$ cat config.mk
export PLATFORM = sky130hd
export DESIGN_NAME = fade_envelope_alpha_controller
export DESIGN_NICKNAME = d
export VERILOG_FILES = /design/src/hw/rtl/fea_pkg.sv /design/src/hw/rtl/fea_div.sv /design/src/hw/rtl/fade_envelope_alpha_controller.sv
export SDC_FILE = /design/constraint.sdc
export NUM_CORES = 1
export LEC_CHECK = 0
export ABC_AREA = 1
export BUFFER_PORTS_ARGS = -buffer_cell sky130_fd_sc_hd__buf_2
export CAP_MARGIN = 20
export CORE_MARGIN = 4
export CORE_UTILIZATION = 61
export DETAILED_ROUTE_END_ITERATION = 12
export GPL_ROUTABILITY_DRIVEN = 0
export GPL_TIMING_DRIVEN = 0
export PLACE_DENSITY = 0.82
export SYNTH_ARGS = -nofsm -noshare
export SYNTH_HDL_FRONTEND = slang
export SYNTH_SLANG_ARGS = --single-unit
$ cat constraint.sdc
create_clock -name clk -period 4.3 [get_ports clk]
set_input_delay 0.86 -clock clk [delete_from_list [all_inputs] [get_ports clk]]
set_output_delay 0.86 -clock clk [all_outputs]
set_load 0.05 [all_outputs]
$ cat src/hw/rtl/fea_pkg.sv
// ============================================================================
// fea_pkg
// Shared types and constants of the fade envelope alpha controller.
// ============================================================================
package fea_pkg;

    // default width of the time registers and the tick amount
    localparam int TIME_BITS_DEF = 16;

    // quotient bits of the ramp divide (alpha is 8 bits)
    localparam int ALPHA_BITS = 8;

    localparam logic [ALPHA_BITS-1:0] ALPHA_FULL = 8'hFF;

    // register indexes
    localparam logic [1:0] REG_MODE     = 2'd0;
    localparam logic [1:0] REG_HOLD     = 2'd1;
    localparam logic [1:0] REG_FADE_IN  = 2'd2;
    localparam logic [1:0] REG_FADE_OUT = 2'd3;

    // fade modes
    localparam logic [1:0] MODE_IN    = 2'd0;
    localparam logic [1:0] MODE_OUT   = 2'd1;
    localparam logic [1:0] MODE_INOUT = 2'd2;

    // actions
    localparam logic ACT_PLAY = 1'b0;
    localparam logic ACT_TICK = 1'b1;

    typedef enum logic [2:0] {
        PH_IDLE = 3'd0,
        PH_IN   = 3'd1,
        PH_HOLD = 3'd2,
        PH_OUT  = 3'd3,
        PH_DONE = 3'd4
    } phase_t;

    typedef enum logic [2:0] {
        SQ_IDLE,
        SQ_CALC,
        SQ_CHECK,
        SQ_DIV,
        SQ_DONE
    } seq_state_t;

    typedef struct packed {
        logic busy;
        logic done;
    } div_sts_t;

endpackage

$ cat src/hw/rtl/fea_div.sv
// ============================================================================
// fea_div
// Bit-serial restoring divide giving floor(255*e/d) for e < d, one quotient
// bit per cycle.
// ============================================================================
module fea_div #(
    parameter int TIME_BITS = fea_pkg::TIME_BITS_DEF
) (
    input  logic                            clk,
    input  logic                            rst_n,
    input  logic                            start,
    input  logic [TIME_BITS-1:0]            elapsed,
    input  logic [TIME_BITS-1:0]            duration,
    output fea_pkg::div_sts_t               sts,
    output logic [fea_pkg::ALPHA_BITS-1:0]  quo
);

    localparam int QB = fea_pkg::ALPHA_BITS;
    localparam int NB = TIME_BITS + QB;

    logic [NB-1:0]        prod;
    logic [TIME_BITS:0]   trial;
    logic [TIME_BITS:0]   diff;
    logic                 fits;

    logic [TIME_BITS-1:0] rem_reg, rem_next;
    logic [QB-1:0]        low_reg, low_next;
    logic [QB-1:0]        quo_reg, quo_next;
    logic [2:0]           cnt_reg, cnt_next;
    logic                 busy_reg, busy_next;
    logic                 done_reg, done_next;

    // 255*e as 256*e - e; since e < d the top bits are already below d
    assign prod  = {elapsed, {QB{1'b0}}} - {{QB{1'b0}}, elapsed};
    assign trial = {rem_reg, low_reg[QB-1]};
    assign diff  = trial - {1'b0, duration};
    assign fits  = trial >= {1'b0, duration};

    always_comb
    begin
        rem_next  = rem_reg;
        low_next  = low_reg;
        quo_next  = quo_reg;
        cnt_next  = cnt_reg;
        busy_next = busy_reg;
        done_next = 1'b0;
        if (start)
        begin
            rem_next  = prod[NB-1:QB];
            low_next  = prod[QB-1:0];
            cnt_next  = '0;
            busy_next = 1'b1;
        end
        else if (busy_reg)
        begin
            rem_next = fits ? diff[TIME_BITS-1:0] : trial[TIME_BITS-1:0];
            low_next = {low_reg[QB-2:0], 1'b0};
            quo_next = {quo_reg[QB-2:0], fits};
            cnt_next = cnt_reg + 3'd1;
            if (cnt_reg == 3'(QB - 1))
            begin
                busy_next = 1'b0;
                done_next = 1'b1;
            end
        end
    end

    always_ff @(posedge clk or negedge rst_n)
    begin
        if (!rst_n)
        begin
            cnt_reg  <= '0;
            busy_reg <= 1'b0;
            done_reg <= 1'b0;
        end
        else
        begin
            cnt_reg  <= cnt_next;
            busy_reg <= busy_next;
            done_reg <= done_next;
        end
    end

    always_ff @(posedge clk)
    begin
        rem_reg <= rem_next;
        low_reg <= low_next;
        quo_reg <= quo_next;
    end

    assign sts.busy = busy_reg;
    assign sts.done = done_reg;
    assign quo      = quo_reg;

endmodule

$ cat src/hw/rtl/fade_envelope_alpha_controller.sv
// ============================================================================
// fade_envelope_alpha_controller
// Alpha envelope for fading a layer or LED: fade in, hold, fade out.
// ============================================================================
// The input channel (in_valid, in_stall, action, delta_ticks) takes play and
// tick items; every item gives one result (alpha, phase) on the output
// channel (out_valid, out_stall). The APB port sets fade_mode, hold_ticks,
// fade_in_ticks and fade_out_ticks at byte addresses 0, 4, 8 and 12.
// An item is processed alone, from acceptance to its result register:
//   play, or a tick outside a ramp or hold: states CALC, DONE
//   tick while holding, or a tick that ends a ramp: CALC, CHECK, DONE
//   any other tick during a ramp: CALC, CHECK, DIV, DONE, where DIV waits
//   for the bit-serial divide (one alpha bit per cycle) in fea_div
// The next item is accepted in the cycle after the previous one is loaded into
// the output register, even while that result still waits there.
// A stalled receiver holds the result; a finished item then waits in the
// sequencer and the input stalls until the output register frees up.
// Reset clears the control, envelope and configuration registers: phase idle, alpha 0, all times 0, mode 0.
// ============================================================================
module fade_envelope_alpha_controller #(
    parameter int TIME_BITS = fea_pkg::TIME_BITS_DEF
) (
    input  logic                 clk,
    input  logic                 rst_n,
    // item input
    input  logic                 in_valid,
    output logic                 in_stall,
    input  logic                 action,
    input  logic [TIME_BITS-1:0] delta_ticks,
    // result output
    output logic                 out_valid,
    input  logic                 out_stall,
    output logic [7:0]           alpha,
    output logic [2:0]           phase,
    // configuration
    input  logic                 psel,
    input  logic                 penable,
    input  logic                 pwrite,
    input  logic [3:0]           paddr,
    input  logic [31:0]          pwdata,
    output logic [31:0]          prdata,
    output logic                 pready
);

    localparam int AB = TIME_BITS + 1;

    // configuration registers
    logic [1:0]           mode_reg;
    logic [TIME_BITS-1:0] hold_ticks_reg;
    logic [TIME_BITS-1:0] fade_in_reg;
    logic [TIME_BITS-1:0] fade_out_reg;
    logic                 cfg_wr;

    // sequencer
    fea_pkg::seq_state_t  seq_reg, seq_next;
    logic                 in_xfer;
    logic                 out_free;

    // item
    logic                 act_reg;
    logic [TIME_BITS-1:0] delta_reg;

    // envelope state
    fea_pkg::phase_t      phase_reg, phase_next;
    logic [7:0]           alpha_reg, alpha_next;
    logic [AB-1:0]        ramp_reg, ramp_next;
    logic [AB-1:0]        hold_reg, hold_next;

    // result register
    logic                 out_valid_reg, out_valid_next;
    logic [7:0]           out_alpha_reg;
    fea_pkg::phase_t      out_phase_reg;

    // datapath
    logic [AB:0]          ramp_sum;
    logic [AB:0]          hold_sum;
    logic [AB-1:0]        ramp_sat;
    logic [AB-1:0]        hold_sat;
    logic [TIME_BITS-1:0] dur_sel;
    logic                 ramp_full;
    logic                 hold_over;
    logic                 ramp_phase;
    logic                 div_start;
    fea_pkg::div_sts_t    div_sts;
    logic [7:0]           div_quo;

    // ------------------------------------------------------------------------
    // configuration port
    // ------------------------------------------------------------------------
    assign pready = 1'b1;
    assign cfg_wr = psel && penable && pwrite && pready;

    always_ff @(posedge clk or negedge rst_n)
    begin
        if (!rst_n)
        begin
            mode_reg       <= '0;
            hold_ticks_reg <= '0;
            fade_in_reg    <= '0;
            fade_out_reg   <= '0;
        end
        else if (cfg_wr)
        begin
            case (paddr[3:2])
                fea_pkg::REG_MODE:     mode_reg       <= pwdata[1:0];
                fea_pkg::REG_HOLD:     hold_ticks_reg <= pwdata[TIME_BITS-1:0];
                fea_pkg::REG_FADE_IN:  fade_in_reg    <= pwdata[TIME_BITS-1:0];
                fea_pkg::REG_FADE_OUT: fade_out_reg   <= pwdata[TIME_BITS-1:0];
                default: ;
            endcase
        end
    end

    always_comb
    begin
        case (paddr[3:2])
            fea_pkg::REG_MODE:     prdata = {30'd0, mode_reg};
            fea_pkg::REG_HOLD:     prdata = 32'(hold_ticks_reg);
            fea_pkg::REG_FADE_IN:  prdata = 32'(fade_in_reg);
            fea_pkg::REG_FADE_OUT: prdata = 32'(fade_out_reg);
            default:               prdata = '0;
        endcase
    end

    // ------------------------------------------------------------------------
    // datapath
    // ------------------------------------------------------------------------
    assign ramp_sum = {1'b0, ramp_reg} + {2'b00, delta_reg};
    assign hold_sum = {1'b0, hold_reg} + {2'b00, delta_reg};
    // saturating accumulators
    assign ramp_sat = ramp_sum[AB] ? '1 : ramp_sum[AB-1:0];
    assign hold_sat = hold_sum[AB] ? '1 : hold_sum[AB-1:0];

    assign ramp_phase = phase_reg inside {fea_pkg::PH_IN, fea_pkg::PH_OUT};
    assign dur_sel    = (phase_reg == fea_pkg::PH_IN) ? fade_in_reg : fade_out_reg;
    assign ramp_full  = (dur_sel == '0) || (ramp_reg >= {1'b0, dur_sel});
    assign hold_over  = hold_reg >= {1'b0, hold_ticks_reg};

    fea_div #(
        .TIME_BITS (TIME_BITS)
    ) u_div (
        .clk      (clk),
        .rst_n    (rst_n),
        .start    (div_start),
        .elapsed  (ramp_reg[TIME_BITS-1:0]),
        .duration (dur_sel),
        .sts      (div_sts),
        .quo      (div_quo)
    );

    // envelope state update
    always_comb
    begin
        phase_next = phase_reg;
        alpha_next = alpha_reg;
        ramp_next  = ramp_reg;
        hold_next  = hold_reg;
        div_start  = 1'b0;
        case (seq_reg)
            fea_pkg::SQ_CALC:
            begin
                if (act_reg == fea_pkg::ACT_PLAY)
                begin
                    ramp_next = '0;
                    if (mode_reg inside {fea_pkg::MODE_IN, fea_pkg::MODE_INOUT})
                    begin
                        alpha_next = '0;
                        phase_next = fea_pkg::PH_IN;
                    end
                    else if (mode_reg == fea_pkg::MODE_OUT)
                    begin
                        alpha_next = fea_pkg::ALPHA_FULL;
                        if (hold_ticks_reg != '0)
                        begin
                            hold_next  = '0;
                            phase_next = fea_pkg::PH_HOLD;
                        end
                        else
                        begin
                            phase_next = fea_pkg::PH_OUT;
                        end
                    end
                end
                else if (ramp_phase)
                begin
                    ramp_next = ramp_sat;
                end
                else if (phase_reg == fea_pkg::PH_HOLD)
                begin
                    hold_next = hold_sat;
                end
            end
            fea_pkg::SQ_CHECK:
            begin
                if (phase_reg == fea_pkg::PH_IN)
                begin
                    if (ramp_full)
                    begin
                        ramp_next  = '0;
                        alpha_next = fea_pkg::ALPHA_FULL;
                        if (hold_ticks_reg != '0)
                        begin
                            hold_next  = '0;
                            phase_next = fea_pkg::PH_HOLD;
                        end
                        else if (mode_reg == fea_pkg::MODE_IN)
                        begin
                            phase_next = fea_pkg::PH_DONE;
                        end
                        else if (mode_reg inside {fea_pkg::MODE_OUT, fea_pkg::MODE_INOUT})
                        begin
                            phase_next = fea_pkg::PH_OUT;
                        end
                    end
                    else
                    begin
                        div_start = 1'b1;
                    end
                end
                else if (phase_reg == fea_pkg::PH_OUT)
                begin
                    if (ramp_full)
                    begin
                        alpha_next = '0;
                        phase_next = fea_pkg::PH_DONE;
                    end
                    else
                    begin
                        div_start = 1'b1;
                    end
                end
                else if (phase_reg == fea_pkg::PH_HOLD && hold_over)
                begin
                    // end of hold; mode 3 leaves the phase as it is
                    if (mode_reg == fea_pkg::MODE_IN)
                    begin
                        phase_next = fea_pkg::PH_DONE;
                    end
                    else if (mode_reg inside {fea_pkg::MODE_OUT, fea_pkg::MODE_INOUT})
                    begin
                        ramp_next  = '0;
                        phase_next = fea_pkg::PH_OUT;
                    end
                end
            end
            fea_pkg::SQ_DIV:
            begin
                if (div_sts.done)
                begin
                    alpha_next = (phase_reg == fea_pkg::PH_IN) ?
                                 div_quo : fea_pkg::ALPHA_FULL - div_quo;
                end
            end
            default: ;
        endcase
    end

    // ------------------------------------------------------------------------
    // sequencer
    // ------------------------------------------------------------------------
    assign in_xfer  = in_valid && !in_stall;
    assign out_free = !out_valid_reg || !out_stall;

    always_comb
    begin
        seq_next = seq_reg;
        case (seq_reg)
            fea_pkg::SQ_IDLE:
            begin
                if (in_xfer)
                    seq_next = fea_pkg::SQ_CALC;
            end
            fea_pkg::SQ_CALC:
            begin
                if (act_reg == fea_pkg::ACT_TICK &&
                    (ramp_phase || phase_reg == fea_pkg::PH_HOLD))
                    seq_next = fea_pkg::SQ_CHECK;
                else
                    seq_next = fea_pkg::SQ_DONE;
            end
            fea_pkg::SQ_CHECK:
            begin
                if (ramp_phase && !ramp_full)
                    seq_next = fea_pkg::SQ_DIV;
                else
                    seq_next = fea_pkg::SQ_DONE;
            end
            fea_pkg::SQ_DIV:
            begin
                if (div_sts.done)
                    seq_next = fea_pkg::SQ_DONE;
            end
            fea_pkg::SQ_DONE:
            begin
                if (out_free)
                    seq_next = fea_pkg::SQ_IDLE;
            end
            default: seq_next = fea_pkg::SQ_IDLE;
        endcase
    end

    always_comb
    begin
        in_stall       = (seq_reg != fea_pkg::SQ_IDLE);
        out_valid_next = out_valid_reg && out_stall;
        if (seq_reg == fea_pkg::SQ_DONE && out_free)
            out_valid_next = 1'b1;
    end

    always_ff @(posedge clk or negedge rst_n)
    begin
        if (!rst_n)
        begin
            seq_reg       <= fea_pkg::SQ_IDLE;
            phase_reg     <= fea_pkg::PH_IDLE;
            alpha_reg     <= '0;
            ramp_reg      <= '0;
            hold_reg      <= '0;
            out_valid_reg <= 1'b0;
        end
        else
        begin
            seq_reg       <= seq_next;
            phase_reg     <= phase_next;
            alpha_reg     <= alpha_next;
            ramp_reg      <= ramp_next;
            hold_reg      <= hold_next;
            out_valid_reg <= out_valid_next;
        end
    end

    always_ff @(posedge clk)
    begin
        if (in_xfer)
        begin
            act_reg   <= action;
            delta_reg <= delta_ticks;
        end
        if (seq_reg == fea_pkg::SQ_DONE && out_free)
        begin
            out_alpha_reg <= alpha_reg;
            out_phase_reg <= phase_reg;
        end
    end

    assign out_valid = out_valid_reg;
    assign alpha     = out_alpha_reg;
    assign phase     = out_phase_reg;

`ifndef SYNTHESIS
    // the divider only starts on a ramp that has not yet reached its end
    assert property (@(posedge clk) disable iff (!rst_n)
        div_start |-> (ramp_reg < {1'b0, dur_sel}) && (dur_sel != '0))
        else $error("divide started on a finished ramp");

    // a quotient is only delivered while the sequencer waits for it
    assert property (@(posedge clk) disable iff (!rst_n)
        div_sts.done |-> seq_reg == fea_pkg::SQ_DIV)
        else $error("divide finished outside the divide step");

    // a new result only appears after an item has been completed
    assert property (@(posedge clk) disable iff (!rst_n)
        $rose(out_valid_reg) |-> $past(seq_reg == fea_pkg::SQ_DONE))
        else $error("result presented without a finished item");

    // the divider is only busy while the sequencer sits in its divide step
    assert property (@(posedge clk) disable iff (!rst_n)
        div_sts.busy |-> seq_reg == fea_pkg::SQ_DIV)
        else $error("divider running outside the divide step");
`endif

endmodule

==> results.yml <==
run_status:
  outcome: "finished clean"
route:
  maxUsedRoutingLayer: "met4"
  wl_per_cell_microns: 17.4
  wl_met3_microns: 2640
  ant_nets: 0
  finalWirelength_microns: 32000
  num_vias: 10800
  vias_per_cell: 5.91
  drt-met1-wl_microns: 13300
  drc_errors: 0
  wl_met2_microns: 14800
  drt_iter0_markers: 960
  firstDrtPassIters: 6
power_and_ir_drop:
  p_leak_uw: 0.00646
  ir_worst_vdd_v: 0.000451
  powerDensity_nw_per_um2: 922
  finalPower_uw: 12000
timing:
  setup_viol: 0
  fin_crit_ns: 3.91
  final.period_utilization_pct: 91.0
  finalClockSkew_ns: 0.0115
  max_slew.worst_pin.slew_ns: 1.01
  max_freq_mhz: 256
  slew-limit-headroom_pct: 32.7
  rsz0062_at_grt: "no"
  slew_viol_final: 0
  finalHoldViolations: 0
floorplan:
  rows: 50
  die_y_microns: 146
  start_util_pct: 62.0
  boundaryPins: 106
  die_width_microns: 146
  die_area_sq_um: 21400
  core_sq_um: 18800
grt:
  grt_pass1_vias: 10400
  antenna_found_initial: 0
  grt_max_degree: 56
  track_usage_pct: 29.7
  grt-ovfl-total: 0
  grt_pass1_wl_microns: 51200
synth:
  netlist_area_sq_um: 11600
  seq_area_frac_synth_pct: 37.8
  synth_area_per_cell_sq_um: 7.86
  synth_edf_count: 60
  ys_ff_latch: 164
  ys_warn_count: 0
  synthArstFlopShare_pct: 63.4
  synthDistinctLibCells: 54
  synthFlopType: "dfrtp_1"
  syn_inst: 1482
cells_and_area:
  nets: 1743
  drive_above_1_share_pct: 12.0
  most-common-layout-cells: "nand2_1 (392), inv_1 (158), o21ai_0 (121)"
  num_antenna_cells: 0
  fillers: 1514
  mostFrequentLayoutCell: "nand2_1"
  final_cells: 1835
  area_growth_pct: 11.4
cts:
  cts_buffers: 17
  clk_pin_slew_ns: 0.07
  tritoncts: "built"
  clockRootBuffer: "clkbuf_16"
  clock_latency_ns: 0.45
  clockBufferDepth: 2
  cts.sinks: 164
  htreeDepth: 4
critical_path:
  crit_buf_inv: 3
  critPathArrivalTime_ns: 4.05
  cp_data_required_time_ns: 4.43
  crit_path_end_kind: "flop"
  startpoint_type: "flop"
  critical_path_peak_fanout: 24
  path_class: "reg2reg"
  crit_top_cell: "nand2_1"
  cp_top_family: "simple AND/OR/NAND/NOR gates"
  crit_path_cell_trace: "inv_1 -> nand2_2 -> nor2_4 -> nand2_1 -> o21ai_0 -> inv_1 -> ha_1 -> nand2_1 -> nor3_1 -> nand4_1 -> nor2_1 -> nand2_1 -> nand2_1 -> nor2_4 -> nand4_4 -> buf_2 -> nand2_4"
  critPathSlowestCell: "dfrtp_1"
  max_stage_delay_ns: 0.45
worst_hold_path:
  holdCritPathClass: "in2async"
placement:
  io_buffers: 70
  dp.cells: 1803
  dp_hpwl_microns: 24600
run:
  maxCapViolations: 0
==> layer usage <==
layer / up-vias / GRT usage (%)
met3: 122 / 5.74
met2: 524 / 47.4
met5: - / 0
met4: 0 / 14.4
li1: 5211 / -
met1: 4991 / 39.2
==> path summary, 6_finish.rpt <==
kind                                    from               end  slack (ns)  cells past startpoint
worst min-delay path                   rst_n      hold_reg[10]        0.45                      1
worst max-delay path            phase_reg[2]  u_div.rem_reg[5]        0.39                     17
max in group asynchronous              rst_n    fade_in_reg[7]        3.14                      2
worst min register to register  alpha_reg[6]          alpha[6]        0.46                      0
worst max register to register  phase_reg[2]  u_div.rem_reg[5]        0.39                     17
min in group clk                alpha_reg[6]          alpha[6]        0.46                      0
==> report_power, final <==
part / leakage [uW] / internal [uW] / total [uW] / switching, uW
registers: 0.00186 / 2320 / 2870 / 556
clock network: 0.000283 / 833 / 1520 / 687
logic: 0.00432 / 2660 / 7560 / 4900
total: 0.00646 / 5810 / 12000 / 6140
==> final cells by class <==
cell class                      count  area (sq um)  share of cell area [%]
Clock buffer                       21           493                    3.80
Clock inverter                     11          88.8                   0.685
Sequential cell                   164          4400                    34.0
Tap cell                          234           293                    2.26
Multi-Input combinational cell   1116          6330                    48.8
Buffer                             53           353                    2.72
Timing Repair Buffer               72           388                    2.99
Inverter                          164           618                    4.77
==> stage by stage <==
step | area, sq um | hold slack, ns | setup slack [ns] | util, % | setup TNS (ns)
floorplan | 11700 | 0.425 | 1.05 | - | 0
finish | 13000 | 0.452 | 0.386 | 69.1 | 0
detailed placement | 12400 | 0.443 | -0.0545 | 66.0 | -1.26
CTS | 13000 | 0.457 | 0.301 | 69.1 | 0
global placement | 12300 | 0.434 | 0.0533 | 65.8 | 0
global route | 13000 | 0.469 | 0.203 | 69.1 | 0
==> Yosys cell counts (all sizes together), types with 11 or more instances <==
master	n	area [sq um]
dfrtp	104	2600
nand2	415	1610
buf	33	278
nand3	65	363
nand4	36	240
xor2	29	254
o221ai	22	193
inv	164	618
nor2	104	423
clkbuf	20	75.1
o211ai	11	82.6
nor3	14	70.1
xnor2	22	193
edfxtp	60	1800
o21ai	148	744
ha	92	1150
a21oi	75	375
==> cells by family after synthesis <==
kind of cell / share of synthesized area, %
AND/OR/NAND/NOR: 24.5
AO/OA/AOI/OAI: 14.8
buffers and inverters: 8.34
flip-flops: 37.8
adder cells (fa/ha/maj): 10.4
XOR/XNOR: 3.84
multiplexers: 0.290
other: 0.0645
==> repair_timing <==
action                                  in CTS  in global routing
hold buffers                                 0                  0
buffers inserted                             0                  0
endpoints found under the setup margin      24                 24
gates resized for setup                      1                  1
cloned                                       0                  0
Note: power is estimated with default switching activity, not from simulation.
